<file path="config.mk">
export PLATFORM = sky130hd
export DESIGN_NAME = wncl_ctrl
export DESIGN_NICKNAME = d
export VERILOG_FILES = /design/src/wishart_nearest_center_labeler_core_defines.svh /design/src/wncl_pkg.sv /design/src/wncl_ctrl.sv
export SDC_FILE = /design/constraint.sdc
export NUM_CORES = 1
export LEC_CHECK = 0
export BUFFER_PORTS_ARGS = -buffer_cell sky130_fd_sc_hd__buf_2
export CAP_MARGIN = 20
export CORE_MARGIN = 2
export CORE_UTILIZATION = 35
export CTS_CLUSTER_SIZE = 40
export DETAILED_ROUTE_END_ITERATION = 12
export HOLD_SLACK_MARGIN = 0.02
export SLEW_MARGIN = 20
export SYNTH_ARGS = -nofsm -noshare
export SYNTH_HDL_FRONTEND = slang
export SYNTH_SLANG_ARGS = --single-unit
</file>
<file path="constraint.sdc">
create_clock -name clk_i -period 3.8 [get_ports clk_i]
set_input_delay 0.38 -clock clk_i [delete_from_list [all_inputs] [get_ports clk_i]]
set_output_delay 0.38 -clock clk_i [all_outputs]
set_load 0.1 [all_outputs]
</file>
<file path="src/wishart_nearest_center_labeler_core_defines.svh">
// Assertion macros for the nearest-center labeler core.
`ifndef WISHART_NEAREST_CENTER_LABELER_CORE_DEFINES_SVH
`define WISHART_NEAREST_CENTER_LABELER_CORE_DEFINES_SVH
// Implication checked on every clock edge outside reset.
`define WNCL_ASSERT_IMP(label, ante, cons) \
  label: assert property (@(posedge clk_i) disable iff (!rst_ni) (ante) |-> (cons)) \
    else $error("assertion failed");
// Next-cycle implication.
`define WNCL_ASSERT_NXT(label, ante, cons) \
  label: assert property (@(posedge clk_i) disable iff (!rst_ni) (ante) |=> (cons)) \
    else $error("assertion failed");
`endif

</file>
<file path="src/wncl_pkg.sv">
// Shared types and constants of the nearest-center labeler.
package wncl_pkg;
  localparam int MaxCenters   = 16;
  localparam int MaxPositions = 64;
  localparam int Entries      = 9;
  localparam int CW   = $clog2(MaxCenters);
  localparam int PW   = $clog2(MaxPositions);
  localparam int MatDepth = MaxCenters * MaxPositions * Entries;
  localparam int LogDepth = MaxCenters * MaxPositions;
  localparam int MAW  = $clog2(MatDepth);
  localparam int LAW  = $clog2(LogDepth);

  localparam logic [1:0] ActLoadEntry = 2'd0;
  localparam logic [1:0] ActLoadLog   = 2'd1;
  localparam logic [1:0] ActSample    = 2'd2;

  localparam logic CfgMode    = 1'b0;
  localparam logic CfgCenters = 1'b1;

  // Controller to datapath commands.
  typedef struct packed {
    logic          rd;       // issue store read for center
    logic [CW-1:0] rd_ctr;
    logic          acc;      // accumulate read data into center
    logic [CW-1:0] acc_ctr;
    logic          cmp;      // compare center against best
    logic [CW-1:0] cmp_ctr;
    logic          clr;      // clear all accumulators
  } dp_cmd_t;
endpackage

</file>
<file path="src/wncl_ctrl.sv">
// Controller: sequences store access, accumulation and search.
module wncl_ctrl (
  input  logic              clk_i,
  input  logic              rst_ni,
  input  logic              in_fire_i,
  input  logic [1:0]        action_i,
  input  logic              last_i,
  input  logic [4:0]        n_i,
  input  logic              out_ready_i,
  output logic              in_ready_o,
  output logic              out_valid_o,
  output logic              start_o,
  output wncl_pkg::dp_cmd_t cmd_o
);
  import wncl_pkg::*;

  typedef enum logic [2:0] {SIdle, SLoad, SRun, SDrain, SCmp, SOut} state_e;
  state_e  state_q;
  logic [CW:0] cnt_q;
  logic        last_q;
  logic [CW:0] nsat;
  dp_cmd_t     cmd_d;

  assign nsat = (n_i == 5'd0) ? (CW+1)'(1) :
                (n_i > 5'(MaxCenters)) ? (CW+1)'(MaxCenters) : (CW+1)'(n_i);
  assign in_ready_o = (state_q == SIdle) && !out_valid_o;
  // datapath latches the beat at the accepting edge
  assign start_o = in_fire_i;

  // Next command from state and counter
  always_comb begin
    cmd_d = '0;
    case (state_q)
      SLoad: cmd_d.rd = 1'b1;
      SRun: begin
        // read, then accumulate registered products, one center each cycle
        cmd_d.rd = 1'b1; cmd_d.rd_ctr = cnt_q[CW-1:0];
        if (cnt_q != '0) begin
          cmd_d.acc = 1'b1; cmd_d.acc_ctr = CW'(cnt_q - 1'b1);
        end
      end
      SDrain: begin
        cmd_d.acc = 1'b1; cmd_d.acc_ctr = CW'(MaxCenters - 1);
      end
      SCmp: begin
        // no compare before the pipelined accumulation has settled
        if (last_q && cnt_q == nsat + (CW+1)'(2)) begin
          cmd_d.clr = 1'b1;
        end else if (last_q && cnt_q >= (CW+1)'(2)) begin
          cmd_d.cmp = 1'b1; cmd_d.cmp_ctr = CW'(cnt_q - (CW+1)'(2));
        end
      end
      default: cmd_d = '0;
    endcase
  end

  always_ff @(posedge clk_i or negedge rst_ni) begin
    if (!rst_ni) begin
      state_q <= SIdle; cnt_q <= '0; last_q <= 1'b0;
      out_valid_o <= 1'b0; cmd_o <= '0;
    end else begin
      cmd_o <= cmd_d;
      if (state_q == SOut) out_valid_o <= 1'b1;
      else if (out_valid_o && out_ready_i) out_valid_o <= 1'b0;
      case (state_q)
        SIdle: if (in_fire_i) begin
          last_q <= last_i;
          cnt_q <= '0;
          state_q <= (action_i == ActSample) ? SRun : SLoad;
        end
        SLoad: state_q <= SIdle;
        SRun: begin
          if (cnt_q == (CW+1)'(MaxCenters - 1)) begin
            cnt_q <= '0; state_q <= SDrain;
          end else cnt_q <= cnt_q + 1'b1;
        end
        SDrain: begin
          state_q <= SCmp; cnt_q <= '0;
        end
        SCmp: begin
          if (!last_q) state_q <= SIdle;
          else if (cnt_q == nsat + (CW+1)'(2)) state_q <= SOut;
          else cnt_q <= cnt_q + 1'b1;
        end
        SOut: state_q <= SIdle;
        default: state_q <= SIdle;
      endcase
    end
  end
endmodule

</file>
==> results_tabular.tex, run 1 <==
\begin{tabular}{lr}
\hline
Metric & Value \\
\hline
\multicolumn{2}{l}{\textbf{Routing}} \\
Number of nets with antenna violations after routing & 0 \\
DRC violations left & 0 \\
Routed vias & 1,084 \\
Number of DRC violations after detailed-routing iteration 0 & 23 \\
Detail-routed net length per standard cell & 13.50 um \\
First-pass iteration count of the detailed router & 4 \\
Drt total wl & 2944 um \\
Via density per instance & 4.972 \\
\multicolumn{2}{l}{\textbf{Clocking}} \\
Clock insertion delay at the later pin of the skew report & 0.27 ns \\
CTS max path bufs & 2 \\
Number of sinks driven by the clock tree & 26 \\
Clock slew at reported path FFs & 0.09 ns \\
CTS tree & yes \\
Max H-tree Level & 1 \\
Clock buffers created by TritonCTS & 3 \\
Post-cts hold buffer count & 0 \\
Post-cts repair resize count & 0 \\
Root buffer cell & clkbuf\_8 \\
\# Post-CTS Setup Buffers & 0 \\
\multicolumn{2}{l}{\textbf{Timing}} \\
Accumulated negative setup slack & 0 ns \\
RSZ-0062 raised after global routing & false \\
Final hold violations & 0 \\
Max transition margin & 0.6080 \\
Max-slew violations & 0 \\
Final count of negative-setup-slack endpoints & 0 \\
Least-Margin Pin Slew & 0.5855 ns \\
Max Clock Skew & 0.005374 ns \\
Highest attainable clock frequency & 463.7 MHz \\
Fin crit share & 0.5675 \\
Worst-case hold slack & 0.09240 ns \\
Final critical path time including I/O delays and setup & 2.157 ns \\
\multicolumn{2}{l}{\textbf{Critical path}} \\
Largest fanout on the critical path & 8 \\
Type of origin of the critical path & register \\
Critical path cell sequence & ha\_1 -> nand3\_1 -> inv\_1 -> ha\_1 -> nor4b\_1 -> nor2\_1 -> nor2\_1 -> a311oi\_1 -> o2bb2ai\_1 \\
Worst EP required & 4.00 ns \\
Category of the worst setup path capture point & register \\
Data arrival at the endpoint of the critical path & 2.36 ns \\
CP peak stage delay & 0.49 ns \\
Critical Setup Path Class & register to register \\
CP max-delay cell & dfrtp\_1 \\
\multicolumn{2}{l}{\textbf{Min path}} \\
Type of the most critical hold path & input port to asynchronous set/reset pin \\
\multicolumn{2}{l}{\textbf{Floorplan}} \\
Core area & 0.004000 mm\^{}2 \\
IO Count & 31 \\
Starting density of the core & 0.3613 \\
Horizontal die dimension & 68.26 um \\
Count of standard-cell rows & 23 \\
Height of the die & 68.26 um \\
Area enclosed by the die boundary & 0.004659 mm\^{}2 \\
\multicolumn{2}{l}{\textbf{Global routing}} \\
Global routing met2 resource utilization & 0.2488 \\
Global routing's busiest layer & met2 \\
Vias in the first global route & 1,105 \\
Maximum number of pins on one net before global-route repair & 27 \\
GR Util met3 & 0.01645 \\
Number of antenna violations at the first check in global routing & 0 \\
Global-route total usage across every layer & 0.1442 \\
Met1 global-route usage & 0.1790 \\
Total gr overflow & 0 \\
First-pass GRT wire length & 4995 um \\
\multicolumn{2}{l}{\textbf{Power and ir drop}} \\
Logic gate share of total power & 0.511 \\
Power density over the cells & 754.4 mW/mm\^{}2 \\
Share of total power in the clock network & 0.180 \\
Sequential group share of total power & 0.309 \\
Internal & 636.3 uW \\
Net switching fraction of the power & 0.5018 \\
Design Power & 1277 uW \\
Sw Pwr & 640.9 uW \\
Pleak & 0.0009019 uW \\
Maximum ir drop on the vdd rail & 0.2309 mV \\
\multicolumn{2}{l}{\textbf{Placement}} \\
Routability congestion estimate & 0.8945 \\
Cell count after placement & 214 \\
Post-detailed-placement half-perimeter wirelength & 2124 um \\
Count of input and output buffers & 30 \\
\multicolumn{2}{l}{\textbf{Layout}} \\
Ratio of cells with drive above 1 in the final layout & 0.2738 \\
Most frequent cells in the layout & buf\_2, dfrtp\_1, inv\_1 \\
Most frequent standard cell in the layout excluding fill and tap cells & buf\_2 \\
Final net count & 191 \\
Final Util & 0.4232 \\
Finished Layout Cells & 218 \\
Area overhead of the layout relative to synthesis & 17.14\% \\
Number of filler instances in the final layout & 387 \\
Number of antenna cells inserted & 0 \\
\multicolumn{2}{l}{\textbf{Logic synthesis}} \\
Post-Syn Area & 0.001445 mm\^{}2 \\
Yosys reg bits & 26 \\
Distinct cells, synth & 37 \\
Syn Nets & 162 \\
Gate count after technology mapping & 140 \\
Seq/Total Area, Yosys & 0.4502 \\
Total number of yosys warnings & 0 \\
Per-instance average area after synthesis & 10.32 um\^{}2 \\
\multicolumn{2}{l}{\textbf{Status}} \\
Status & complete, no violations \\
\multicolumn{2}{l}{\textbf{Job}} \\
\# Max-Cap Violations & 0 \\
\hline
\end{tabular}
power groups by stage:
stage               registers, uW  logic (uW)  clock network, uW
floorplan                     594         357                  0
global placement              398         644                  0
detailed placement            401         651                  0
CTS                           395         653                235
global route                  406         695                248
finish                        395         652                230
cell usage after synthesis:
library cell / number / area [um^2]
nor4b_1: 1 / 8.760
nor4_1: 1 / 6.260
nand4_1: 2 / 12.51
a22oi_1: 1 / 7.510
nor3_1: 2 / 10.01
mux2_4: 1 / 15.01
a31oi_4: 1 / 21.27
a31oi_1: 2 / 12.51
xor2_1: 1 / 8.760
a22o_1: 1 / 8.760
and2_1: 1 / 6.260
buf_2: 1 / 5.000
ha_1: 10 / 125.1
mux2_2: 2 / 22.52
a21oi_1: 6 / 30.03
xnor2_1: 6 / 52.55
nor2b_1: 2 / 12.51
a32o_1: 2 / 20.02
o2bb2ai_1: 2 / 17.52
and4_4: 1 / 11.26
nand2_1: 8 / 30.03
nor3b_2: 1 / 12.51
inv_1: 14 / 52.55
a21o_1: 2 / 15.01
or4_4: 1 / 11.26
buf_4: 5 / 37.54
mux2i_1: 2 / 20.02
dfrtp_1: 26 / 650.6
nor3b_1: 2 / 15.01
nand3b_1: 3 / 22.52
a311oi_1: 2 / 17.52
o21ai_0: 7 / 35.03
and2b_2: 3 / 26.28
nand3_1: 2 / 10.01
nor2_1: 11 / 41.29
and3_1: 4 / 25.02
or2b_2: 1 / 8.760
critical path, delay by kind of cell, from the launching register on:
kind / cells / cell delay (ns)
fa+ha+maj: 2 / 0.46
buf+inv: 1 / 0.06
simple gates: 4 / 0.85
compound gates: 2 / 0.22
flops: 1 / 0.49
sequential cells by signal (all words and copies together) (netlist names):
name         cells
last_q           1
cnt_q            5
state_q          3
out_valid_o      1
cmd_o           16
cell type report:
| type | instances | area, um^2 | share of cell area |
|---|---|---|---|
| Inverter | 14 | 52.55 | 0.03104 |
| Timing Repair Buffer | 30 | 150.1 | 0.08869 |
| Multi-Input combinational cell | 94 | 705.7 | 0.4169 |
| Tap cell | 50 | 62.56 | 0.03695 |
| Clock buffer | 3 | 41.29 | 0.02439 |
| Clock inverter | 1 | 30.03 | 0.01774 |
| Sequential cell | 26 | 650.6 | 0.3843 |
path summary, 6_finish.rpt:
kind                       cells after the start  slack, ns                      end                  from
setup / recovery                               9       1.64     cnt_q[2]$_DFFE_PN0P_  cnt_q[0]$_DFFE_PN0P_
hold / removal                                 1       0.09       cmd_o[9]$_DFF_PN0_                rst_ni
setup reg to reg                               9       1.64     cnt_q[2]$_DFFE_PN0P_  cnt_q[0]$_DFFE_PN0P_
hold reg to reg                                1       0.55       last_q$_DFFE_PN0P_    last_q$_DFFE_PN0P_
max in group asynchronous                      1       3.32      cmd_o[15]$_DFF_PN0_                rst_ni
min in group clk_i                             2       0.28  out_valid_o$_DFFE_PN0P_           out_ready_i
routing by layer:
layer  share of wire  wire length, um
met5               0                0
met4           0.020               60
met3           0.024               72
met2            0.51             1509
met1            0.44             1302
logic make-up after synthesis:
logic type / synth area share
and+or+nand+nor: 0.1870
AOI/OAI and AO/OA: 0.1281
DFF: 0.4502
buffers and inverters: 0.06580
adders and majority gates: 0.08658
xor gates and xnor gates: 0.04243
muxes: 0.03982
stage by stage:
stage	setup WS (ns)	cell area, um^2
3_5_place_dp	1.617	1622
6_report	1.643	1693
5_1_grt	1.474	1693
2_1_floorplan	0.8930	1451
3_3_place_gp	1.675	1622
4_1_cts	1.649	1693
Power figures use the tool's default switching activity.
==> run 2, diff against run 1 <==
--- a/config.mk
+++ b/config.mk
@@ -5,6 +5,7 @@
 export SDC_FILE = /design/constraint.sdc
 export NUM_CORES = 1
 export LEC_CHECK = 0
+export ABC_AREA = 1
 export BUFFER_PORTS_ARGS = -buffer_cell sky130_fd_sc_hd__buf_2
 export CAP_MARGIN = 20
 export CORE_MARGIN = 2
==> constraint.sdc (replaced) <==
create_clock -name clk_i -period 1.9 [get_ports clk_i]
set_input_delay 0.19 -clock clk_i [delete_from_list [all_inputs] [get_ports clk_i]]
set_output_delay 0.19 -clock clk_i [all_outputs]
set_load 0.1 [all_outputs]
==> results_tabular.tex, run 2 <==
\begin{tabular}{lr}
\hline
Metric & Value \\
\hline
\multicolumn{2}{l}{\textbf{Clocking}} \\
Clock slew at reported path FFs & 0.08 ns (about the same) \\
Max H-tree Level & 1 (unchanged) \\
Clock insertion delay at the later pin of the skew report & 0.27 ns (about the same) \\
CTS max path bufs & 2 (unchanged) \\
\# Post-CTS Setup Buffers & 0 (unchanged) \\
Root buffer cell & clkbuf\_8 \\
Clock buffers created by TritonCTS & 3 (unchanged) \\
Number of sinks driven by the clock tree & 26 (unchanged) \\
CTS tree & yes \\
\multicolumn{2}{l}{\textbf{Critical path}} \\
Critical path cell sequence & nor2\_1 -> nand2\_1 -> nor2\_2 -> clkbuf\_4 \\
CP max-delay cell & dfrtp\_1 \\
Largest fanout on the critical path & 5 (-3) \\
Internal reg-to-reg setup slack & 0.28 ns (-1.36 ns) \\
Type of origin of the critical path & register \\
Data arrival at the endpoint of the critical path & 1.46 ns (-0.90 ns) \\
Worst EP required & 1.71 ns (-2.29 ns) \\
Combined buffer and inverter count along the critical path & 1 (unchanged) \\
Category of the worst setup path capture point & output port \\
CP delay by family, top & simple AND/OR/NAND/NOR gates \\
Critical Setup Path Class & register to output port \\
CP peak stage delay & 0.43 ns (-0.06 ns) \\
\multicolumn{2}{l}{\textbf{Routing}} \\
Detail-routed net length per standard cell & 10.96 um (-19\%) \\
Drt total wl & 2860 um (-2.9\%) \\
DRC violations left & 0 (unchanged) \\
Number of DRC violations after detailed-routing iteration 0 & 54 (+130\%) \\
Via density per instance & 4.487 (-9.8\%) \\
Number of nets with antenna violations after routing & 0 (unchanged) \\
First-pass iteration count of the detailed router & 4 (unchanged) \\
Routed vias & 1,171 (+8.0\%) \\
\multicolumn{2}{l}{\textbf{Logic synthesis}} \\
FFs w/ async S/R, synth & 1.000 (unchanged) \\
Ranking of synthesized cells by area & dfrtp\_1, nand2\_1, ha\_1 \\
Post-Syn Area & 0.001484 mm\^{}2 (+2.7\%) \\
Library cell occupying the most area in the post-synthesis netlist & dfrtp\_1 \\
Syn Nets & 196 (+21\%) \\
Total number of yosys warnings & 0 (unchanged) \\
Most common cell in the netlist & nand2\_1 \\
Most frequently used flop master after synthesis & dfrtp\_1 \\
Number of enable flip-flop cells after synthesis & 0 (unchanged) \\
Seq/Total Area, Yosys & 0.4384 (-0.01177) \\
Top cells by instance count after synthesis & nand2\_1, dfrtp\_1, nor2\_1 \\
Gate count after technology mapping & 174 (+24\%) \\
Yosys reg bits & 26 (unchanged) \\
Area share of the leading cell type in the synthesized netlist & 0.4384 (-0.01177) \\
Distinct cells, synth & 26 (-30\%) \\
Per-instance average area after synthesis & 8.528 um\^{}2 (-17\%) \\
\multicolumn{2}{l}{\textbf{Layout}} \\
Most frequent cells in the layout & nand2\_1, buf\_2, dfrtp\_1 \\
Number of filler instances in the final layout & 394 (+1.8\%) \\
Final Util & 0.4453 (+0.02213) \\
Most frequent standard cell in the layout excluding fill and tap cells & nand2\_1 \\
Area overhead of the layout relative to synthesis & 20.91\% \\
Number of antenna cells inserted & 0 (unchanged) \\
Final net count & 234 (+23\%) \\
Largest Register & cmd\_o \\
Largest register FFs & 16 (unchanged) \\
Finished Layout Cells & 261 (+20\%) \\
Ratio of cells with drive above 1 in the final layout & 0.2796 (+0.005811) \\
Registers with the most flip-flops & cmd\_o (16), cnt\_q (5), state\_q (3) \\
\multicolumn{2}{l}{\textbf{Timing}} \\
Final count of negative-setup-slack endpoints & 0 (unchanged) \\
Max-slew violations & 0 (unchanged) \\
Final hold violations & 0 (unchanged) \\
Highest attainable clock frequency & 606.8 MHz \\
Least-Margin Pin Slew & 0.5725 ns (-0.01297 ns) \\
Max transition margin & 0.6183 (+0.01035) \\
Max Clock Skew & 0.006225 ns (+0.0008508 ns) \\
Final critical path time including I/O delays and setup & 1.648 ns \\
Fin crit share & 0.8673 \\
Accumulated negative setup slack & 0 ns (unchanged) \\
RSZ-0062 raised after global routing & false \\
Worst Setup Slack, final & 0.2520 ns (-1.391 ns) \\
\multicolumn{2}{l}{\textbf{Floorplan}} \\
Area enclosed by the die boundary & 0.004777 mm\^{}2 (+2.5\%) \\
Horizontal die dimension & 69.12 um (+1.3\%) \\
IO Count & 31 (unchanged) \\
Height of the die & 69.12 um (+1.3\%) \\
Core area & 0.004029 mm\^{}2 (+0.72\%) \\
Count of standard-cell rows & 23 (unchanged) \\
Starting density of the core & 0.3683 (+0.007047) \\
\multicolumn{2}{l}{\textbf{Job}} \\
\# Max-Cap Violations & 0 (unchanged) \\
\multicolumn{2}{l}{\textbf{Power and ir drop}} \\
Power density over the cells & 1585 mW/mm\^{}2 (+110\%) \\
Design Power & 2844 uW (+120\%) \\
Pleak & 0.001012 uW (+12\%) \\
Maximum ir drop on the vdd rail & 0.5869 mV (+150\%) \\
\multicolumn{2}{l}{\textbf{Status}} \\
Status & complete, no violations \\
\multicolumn{2}{l}{\textbf{Placement}} \\
Routability congestion estimate & 0.8023 (-10\%) \\
Post-placement setup slack & 0.002024 ns (-1.615 ns) \\
Count of input and output buffers & 30 (unchanged) \\
Cell count after placement & 256 (+20\%) \\
Post-detailed-placement half-perimeter wirelength & 2238 um (+5.3\%) \\
\multicolumn{2}{l}{\textbf{Global routing}} \\
First-pass GRT wire length & 5023 um (+0.56\%) \\
Number of antenna violations at the first check in global routing & 0 (unchanged) \\
Total gr overflow & 0 (unchanged) \\
Vias in the first global route & 1,130 (+2.3\%) \\
Maximum number of pins on one net before global-route repair & 27 (unchanged) \\
Global-route total usage across every layer & 0.1291 (-0.01513) \\
\multicolumn{2}{l}{\textbf{Min path}} \\
Type of the most critical hold path & input port to register \\
\hline
\end{tabular}
==> run 2: per-layer routing <==
layer	track usage	share of wire	vias up
li1	-	-	617
met1	0.1587	0.47	532
met2	0.2265	0.49	20
met3	0.03509	0.041	2
met4	0.02614	0.0028	0
met5	0	0	-
==> run 2: timing repair <==
item | CTS | global route
gates resized for setup | 0 | 1
endpoints found under the setup margin | 0 | 1
hold endpoints to repair | 26 | 0
hold buffers | 1 | 0
==> run 2: logic make-up (layout without fill, tap and decap cells) <==
kind of cell | Yosys count | after routing | synth area share
flops | 26 | 26 | 0.4384
simple gates | 91 | 91 | 0.3044
compound gates | 12 | 12 | 0.04553
fa+ha+maj | 10 | 10 | 0.08432
xor+xnor | 6 | 6 | 0.04048
buf+inv | 29 | 66 | 0.08684
==> run 2: final timing paths <==
check	from	endpoint	cells past startpoint
max	state_q[0]$_DFFE_PN0P_	in_ready_o	4
min	out_ready_i	out_valid_o$_DFFE_PN0P_	2
max reg2reg	cnt_q[0]$_DFFE_PN0P_	cnt_q[2]$_DFFE_PN0P_	9
min reg2reg	state_q[1]$_DFFE_PN0P_	out_valid_o$_DFFE_PN0P_	1
max in group asynchronous	rst_ni	cmd_o[15]$_DFF_PN0_	2
min in group asynchronous	rst_ni	cmd_o[1]$_DFF_PN0_	2
==> run 2: area by class of cell <==
class | count | area (um^2) | share of cell area
clock inverters | 1 | 30.03 | 0.01674
well taps | 50 | 62.56 | 0.03487
flip-flops and latches | 26 | 650.6 | 0.3626
inverters | 26 | 102.6 | 0.05718
multi-input cells | 119 | 706.9 | 0.3940
repair buffers | 36 | 200.2 | 0.1116
clock buffers | 3 | 41.29 | 0.02301
==> run 2: power breakdown <==
| part | internal, uW | switching, uW | total, uW |
|---|---|---|---|
| Sequential | 678 | 66.7 | 745 |
| Combinational | 396 | 1250 | 1650 |
| Clock | 282 | 170 | 452 |
| Total | 1360 | 1490 | 2840 |
==> run 2: through the flow <==
step                      instance area (um^2)  hold WS [ns]
after floorplan                           1486       -0.1056
after global placement                    1710        0.2139
after detailed placement                  1710        0.2221
after CTS                                 1792       0.09506
after global routing                      1794        0.1027
final                                     1794        0.1012
